[config.mk]
export PLATFORM = sky130hd
export DESIGN_NAME = line_rasterizer
export DESIGN_NICKNAME = d
export VERILOG_FILES = /design/src/hdl/lr_pkg.sv /design/src/hdl/lr_walker.sv /design/src/hdl/line_rasterizer.sv
export VERILOG_INCLUDE_DIRS = /design/src /design/src/hdl
export SDC_FILE = /design/constraint.sdc
export NUM_CORES = 1
export LEC_CHECK = 0
export BUFFER_PORTS_ARGS = -buffer_cell sky130_fd_sc_hd__buf_2
export CORE_MARGIN = 2
export CORE_UTILIZATION = 63
export CTS_CLUSTER_DIAMETER = 50
export DETAILED_ROUTE_END_ITERATION = 8
export PLACE_DENSITY = 0.82
export SLEW_MARGIN = 15
export SYNTH_ARGS = -nofsm -noshare
export SYNTH_HDL_FRONTEND = slang
export SYNTH_SLANG_ARGS = --single-unit
[constraint.sdc]
create_clock -name clock -period 14.65 [get_ports clock]
set_input_delay 0.7325 -clock clock [delete_from_list [all_inputs] [get_ports clock]]
set_output_delay 0.7325 -clock clock [all_outputs]
set_load 0.02 [all_outputs]
[src/hdl/line_rasterizer_assert.svh]
// Assertion macros shared by the line rasterizer modules.
`ifndef LINE_RASTERIZER_ASSERT_SVH
`define LINE_RASTERIZER_ASSERT_SVH

// Same-cycle implication.
`define LR_ASSERT_NOW(label, clk, rst, ante, cons) \
   label: assert property (@(posedge clk) disable iff (rst) (ante) |-> (cons)) \
      else $error("line_rasterizer: same-cycle check failed");

// Next-cycle implication.
`define LR_ASSERT_NEXT(label, clk, rst, ante, cons) \
   label: assert property (@(posedge clk) disable iff (rst) (ante) |=> (cons)) \
      else $error("line_rasterizer: next-cycle check failed");

`endif

[src/hdl/lr_pkg.sv]
package lr_pkg;

   localparam int COORD_W = 16;
   localparam int COLOR_W = 8;

   localparam logic KIND_START = 1'b0;
   localparam logic KIND_STEP  = 1'b1;

   typedef struct packed {
      logic               kind;
      logic [COORD_W-1:0] start_x;
      logic [COORD_W-1:0] start_y;
      logic [COORD_W-1:0] end_x;
      logic [COORD_W-1:0] end_y;
      logic [COLOR_W-1:0] pen_color;
   } lr_req_type;

   typedef struct packed {
      logic [COORD_W-1:0] pixel_x;
      logic [COORD_W-1:0] pixel_y;
      logic [COLOR_W-1:0] pixel_color;
      logic               last_pixel;
   } lr_rsp_type;

endpackage

[src/hdl/lr_walker.sv]
module lr_walker
   import lr_pkg::*;
#(
   parameter int COORD_BITS = 16
) (
   input  logic       clock,
   input  logic       reset,
   input  logic       item_valid,
   input  lr_req_type item,
   input  logic       result_blocked,
   output logic       item_done,
   output logic       emit,
   output lr_rsp_type pixel
);

   localparam int EW = COORD_BITS + 2;

   logic                  active_ff, active_in;
   logic                  steep_ff, steep_in;
   logic [COORD_BITS-1:0] major_pos_ff, major_pos_in;
   logic [COORD_BITS-1:0] minor_pos_ff, minor_pos_in;
   logic [COORD_BITS-1:0] major_end_ff, major_end_in;
   logic                  minor_down_ff, minor_down_in;
   logic [COORD_BITS:0]   twice_dx_ff, twice_dx_in;
   logic [COORD_BITS:0]   twice_dy_ff, twice_dy_in;
   logic signed [EW-1:0]  error_ff, error_in;
   logic [COLOR_W-1:0]    color_ff, color_in;

   logic [COORD_BITS-1:0] sx, sy, ex, ey;
   logic [COORD_BITS-1:0] span_x, span_y;
   logic                  steep;
   logic [COORD_BITS-1:0] a0r, b0r, a1r, b1r;
   logic [COORD_BITS-1:0] a0, b0, a1, b1;
   logic                  swap;
   logic [COORD_BITS-1:0] major_span, minor_span;
   logic                  is_start, last;
   logic signed [EW-1:0]  error_sub;
   logic [COORD_BITS-1:0] px, py;

   // line setup
   assign sx = item.start_x[COORD_BITS-1:0];
   assign sy = item.start_y[COORD_BITS-1:0];
   assign ex = item.end_x[COORD_BITS-1:0];
   assign ey = item.end_y[COORD_BITS-1:0];

   assign span_x = (ex > sx) ? (ex - sx) : (sx - ex);
   assign span_y = (ey > sy) ? (ey - sy) : (sy - ey);
   assign steep  = span_y > span_x;

   assign a0r = steep ? sy : sx;
   assign b0r = steep ? sx : sy;
   assign a1r = steep ? ey : ex;
   assign b1r = steep ? ex : ey;

   assign swap = a0r > a1r;
   assign a0   = swap ? a1r : a0r;
   assign b0   = swap ? b1r : b0r;
   assign a1   = swap ? a0r : a1r;
   assign b1   = swap ? b0r : b1r;

   assign major_span = a1 - a0;
   assign minor_span = (b1 > b0) ? (b1 - b0) : (b0 - b1);

   // step
   assign is_start  = (item.kind == KIND_START);
   assign last      = (major_pos_ff == major_end_ff);
   assign error_sub = error_ff - $signed({1'b0, twice_dy_ff});

   assign item_done = item_valid && (is_start || !active_ff || !result_blocked);
   assign emit      = item_valid && !is_start && active_ff && !result_blocked;

   assign px = steep_ff ? minor_pos_ff : major_pos_ff;
   assign py = steep_ff ? major_pos_ff : minor_pos_ff;

   always_comb begin
      pixel.pixel_x     = COORD_W'(px);
      pixel.pixel_y     = COORD_W'(py);
      pixel.pixel_color = color_ff;
      pixel.last_pixel  = last;
   end

   always_comb begin
      active_in     = active_ff;
      steep_in      = steep_ff;
      major_pos_in  = major_pos_ff;
      minor_pos_in  = minor_pos_ff;
      major_end_in  = major_end_ff;
      minor_down_in = minor_down_ff;
      twice_dx_in   = twice_dx_ff;
      twice_dy_in   = twice_dy_ff;
      error_in      = error_ff;
      color_in      = color_ff;
      if (item_valid && is_start) begin
         active_in     = 1'b1;
         steep_in      = steep;
         major_pos_in  = a0;
         minor_pos_in  = b0;
         major_end_in  = a1;
         minor_down_in = !(b0 < b1);
         twice_dx_in   = {major_span, 1'b0};
         twice_dy_in   = {minor_span, 1'b0};
         error_in      = $signed({2'b00, major_span});
         color_in      = item.pen_color;
      end else if (emit) begin
         if (last) begin
            active_in = 1'b0;
         end else begin
            major_pos_in = major_pos_ff + 1'b1;
            if (error_sub[EW-1]) begin
               minor_pos_in = minor_down_ff ? (minor_pos_ff - 1'b1) : (minor_pos_ff + 1'b1);
               error_in     = error_sub + $signed({1'b0, twice_dx_ff});
            end else begin
               error_in = error_sub;
            end
         end
      end
   end

   always_ff @(posedge clock) begin
      if (reset) begin
         active_ff <= 1'b0;
      end else begin
         active_ff <= active_in;
      end
      steep_ff      <= steep_in;
      major_pos_ff  <= major_pos_in;
      minor_pos_ff  <= minor_pos_in;
      major_end_ff  <= major_end_in;
      minor_down_ff <= minor_down_in;
      twice_dx_ff   <= twice_dx_in;
      twice_dy_ff   <= twice_dy_in;
      error_ff      <= error_in;
      color_ff      <= color_in;
   end

`include "line_rasterizer_assert.svh"

   `LR_ASSERT_NOW(a_emit_needs_line, clock, reset, emit, active_ff && !is_start)
   `LR_ASSERT_NEXT(a_last_ends_line, clock, reset, emit && last, !active_ff)
   `LR_ASSERT_NEXT(a_start_opens_line, clock, reset, item_valid && is_start, active_ff)

endmodule

[src/hdl/line_rasterizer.sv]
// Bresenham line generator. A start beat (kind 0) loads two endpoints and a color
// and produces no result; each following step beat (kind 1) returns one pixel in
// true x/y order, with last_pixel set on the final endpoint. Step beats with no
// line in progress return nothing, and a start beat abandons any line in flight.
// Coordinates are taken modulo 2^COORD_BITS. The block takes one beat per clock
// while the result register is not stalled: a beat is captured in the input
// register, and once it can be acted on, the line setup or one error-term add and
// compare runs, loading a step beat's pixel into the result register.
// A stalled result register holds back only step beats.
module line_rasterizer
   import lr_pkg::*;
#(
   parameter int COORD_BITS = 16
) (
   input  logic       clock,
   input  logic       reset,
   input  logic       req_valid,
   output logic       req_stall,
   input  lr_req_type req_data,
   output logic       rsp_valid,
   input  logic       rsp_stall,
   output lr_rsp_type rsp_data
);

   logic       in_valid_ff, in_valid_in;
   lr_req_type in_item_ff, in_item_in;
   logic       rsp_valid_ff, rsp_valid_in;
   lr_rsp_type rsp_item_ff, rsp_item_in;

   logic       req_accept;
   logic       result_blocked;
   logic       walker_done;
   logic       walker_emit;
   lr_rsp_type walker_pixel;

   assign result_blocked = rsp_valid_ff && rsp_stall;
   assign req_stall      = in_valid_ff && !walker_done;
   assign req_accept     = req_valid && !req_stall;

   lr_walker #(
      .COORD_BITS(COORD_BITS)
   ) u_walker (
      .clock          (clock),
      .reset          (reset),
      .item_valid     (in_valid_ff),
      .item           (in_item_ff),
      .result_blocked (result_blocked),
      .item_done      (walker_done),
      .emit           (walker_emit),
      .pixel          (walker_pixel)
   );

   always_comb begin
      in_valid_in = in_valid_ff;
      in_item_in  = in_item_ff;
      if (req_accept) begin
         in_valid_in = 1'b1;
         in_item_in  = req_data;
      end else if (walker_done) begin
         in_valid_in = 1'b0;
      end
   end

   always_comb begin
      rsp_valid_in = rsp_valid_ff;
      rsp_item_in  = rsp_item_ff;
      if (walker_emit) begin
         rsp_valid_in = 1'b1;
         rsp_item_in  = walker_pixel;
      end else if (rsp_valid_ff && !rsp_stall) begin
         rsp_valid_in = 1'b0;
      end
   end

   always_ff @(posedge clock) begin
      if (reset) begin
         in_valid_ff  <= 1'b0;
         rsp_valid_ff <= 1'b0;
      end else begin
         in_valid_ff  <= in_valid_in;
         rsp_valid_ff <= rsp_valid_in;
      end
      in_item_ff  <= in_item_in;
      rsp_item_ff <= rsp_item_in;
   end

   assign rsp_valid = rsp_valid_ff;
   assign rsp_data  = rsp_item_ff;

`include "line_rasterizer_assert.svh"

   `LR_ASSERT_NOW(a_no_overwrite, clock, reset, walker_emit, !result_blocked)
   `LR_ASSERT_NOW(a_stall_needs_item, clock, reset, req_stall, in_valid_ff && result_blocked)
   `LR_ASSERT_NEXT(a_emit_shows, clock, reset, walker_emit, rsp_valid)

endmodule
==> impl_metrics.env <==
export IMPL_crit_slowest_cell="a21oi_2"
export IMPL_antenna_cells=0
export IMPL_endpoint_kind="flip-flop"
export IMPL_ys_warnings_count=0
export IMPL_io_buffers=119
export IMPL_max_freq_mhz=74.2
export IMPL_seq_area_frac_synth_pct=37.0
export IMPL_drt_pass1_iterations=6
export IMPL_numCtsBuffers=26
export IMPL_die_area_um2=30000
export IMPL_floorplan_rows=61
export IMPL_via_per_inst=6.30
export IMPL_die_h_um=173
export IMPL_cts_max_path_buffers=3
export IMPL_final_cell_mix="edfxtp_1, a21oi_1, inv_1, ha_1, nor2_1"
export IMPL_post_cts_hold_buffer_count=0
export IMPL_cp_data_arrival_time_ps=13760
export IMPL_relSlewSlack_pct=19.9
export IMPL_syn_mean_instance_area_um2=9.38
export IMPL_start_util_pct=64.5
export IMPL_layout_commonest_cell="edfxtp_1"
export IMPL_grt_pass1_wl_um=80100
export IMPL_core_area_um2=28000
export IMPL_wl_per_cell_um=21.4
export IMPL_drc=0
export IMPL_period_minus_slack_ps=13480
export IMPL_syn2layout_area_growth_pct=9.88
export IMPL_cpPeakStageDelay_ps=910
export IMPL_setup_tns_ps=0
export IMPL_clk_insertion_delay_late_ps=550
export IMPL_fin_hold_ws_ps=358
export IMPL_outcome="finished clean"
export IMPL_fin_crit_sh_pct=92.0
export IMPL_slew_viol_final=0
export IMPL_final_layout_size_suffix_gt1_share_pct=12.2
export IMPL_dr_total_vias=15150
export IMPL_root_buffer="clkbuf_16"
export IMPL_synth_edf_count=219
export IMPL_synth_cell_types=83
export IMPL_rsz0062_at_grt="false"
export IMPL_ys_flop_type="edfxtp_1"
export IMPL_path_clk_slew_ps=60
export IMPL_ff_latch_area_um2=6680
export IMPL_synth_nets=2186
export IMPL_grt_start_max_net_pins=97
export IMPL_num_fill_cells=2133
export IMPL_drt_initial_drc_count=1375
export IMPL_required_ps=14930
export IMPL_ant_nets=0
export IMPL_tritoncts="done"
export IMPL_htreeDepth=1
export IMPL_crit_fanout=96
export IMPL_finalClockSkew_ps=26.4
export IMPL_clock_sinks=224
export IMPL_routed_wl_um=51500
export IMPL_drv_cap=0
export IMPL_path_class="reg -> reg"
export IMPL_multi_input_area_um2=10500
export IMPL_die_w_um=173
export IMPL_postSynth_asyncResetShare_pct=0
export IMPL_grt_pass1_vias=14533
export IMPL_ys_ff_latch=224
export IMPL_synth_area_um2=18100
export IMPL_cts_setup_buffers=0
export IMPL_min_path_type="in -> reg"
export IMPL_routabilityCongestion=0.989
export IMPL_report_final_setup_viol=0
export IMPL_io_pins=120
export IMPL_worstMarginPinSlew_ps=1200
export IMPL_worstSetupStartpointType="flip-flop"
export IMPL_dp_hpwl_um=40400
export IMPL_nNetsFinal=2266
export IMPL_antenna_found_initial=2
export IMPL_grt_overflow_total=0
export IMPL_track_usage_pct=33.7
export IMPL_hold_violations=0
export IMPL_synthCells=1927
export IMPL_cts_resized=0
## sequential cells by signal (all words and copies together) (netlist names)
register and flops:
in_valid_ff 1, rsp_valid 1, u_walker.major_end_ff 16, u_walker.minor_pos_ff 16, u_walker.error_ff 17, rsp_data 41, u_walker.twice_dy_ff 16, u_walker.twice_dx_ff 16
u_walker.steep_ff 1, in_item_ff 73, u_walker.major_pos_ff 16, u_walker.color_ff 8, u_walker.active_ff 1, u_walker.minor_down_ff 1
## cell usage after synthesis (38+ instances only)
master,n,share of area (%)
nor2_1,169,3.5
inv_1,174,3.6
a21oi_1,202,5.6
mux2i_1,91,5.0
nand2_1,145,3.0
o21ai_0,88,2.4
clkbuf_1,65,1.4
mux2_2,38,2.4
a21o_1,67,2.8
xor2_1,53,2.6
ha_1,173,12
xnor2_1,67,3.2
edfxtp_1,219,36
## per-layer routing
metal  track usage, %  vias to the layer above  routed length [µm]  part of all wire, %
li1                 -                     7149                   -                    -
met1             45.6                     7198               21800                   42
met2             55.0                      681               23600                   46
met3             5.59                      120                4040                  7.9
met4             12.0                        2                2070                  4.0
met5                0                        -                  13                0.025
## cell families after synthesis
family                   share of synthesized area, %
AO/OA/AOI/OAI                                    19.2
flip-flops                                       37.0
XOR/XNOR                                         5.82
adder cells (fa/ha/maj)                          13.0
multiplexers                                     7.49
AND/OR/NAND/NOR                                  12.1
buffers and inverters                            5.42
## worst paths after layout
path	start	to	slack, ps	cells after the start
worst min-delay path	req_data[16]	in_item_ff[16]	360	1
worst max register to register	in_item_ff[8]	u_walker.twice_dy_ff[15]	1170	45
worst max-delay path	in_item_ff[8]	u_walker.twice_dy_ff[15]	1170	45
worst min register to register	in_item_ff[6]	u_walker.color_ff[6]	420	0
## critical path: cells and delay by family, from the launching register on
family | cells | cell delay (ps)
muxes | 3 | 1060
adders and majority gates | 5 | 1460
buffers and inverters | 5 | 1180
AOI/OAI and AO/OA | 21 | 6360
DFF | 1 | 410
and+or+nand+nor | 9 | 2370
xor gates and xnor gates | 2 | 320
## stage by stage
step / area, µm² / worst slack (ps) / util [%] / instances
2_1_floorplan: 18100 / 2820 / - / 1927
3_3_place_gp: 19000 / 1600 / 67.7 / 2357
3_5_place_dp: 19000 / 1190 / 67.7 / 2357
4_1_cts: 19800 / 1130 / 70.8 / 2404
5_1_grt: 19900 / 154 / 70.9 / 2404
6_report: 19900 / 1170 / 70.9 / 2404
## area by class of cell
class	instances	area share [%]
Timing Repair Buffer	133	3.53
Inverter	174	3.30
Tap cell	378	2.38
Clock inverter	17	1.08
Clock buffer	30	3.35
Sequential cell	224	33.6
Multi-Input combinational cell	1448	52.7
Power is left out: the tool's default activity adds up to more than one toggle a clock period on the data nets, which glitch-free logic cannot reach.
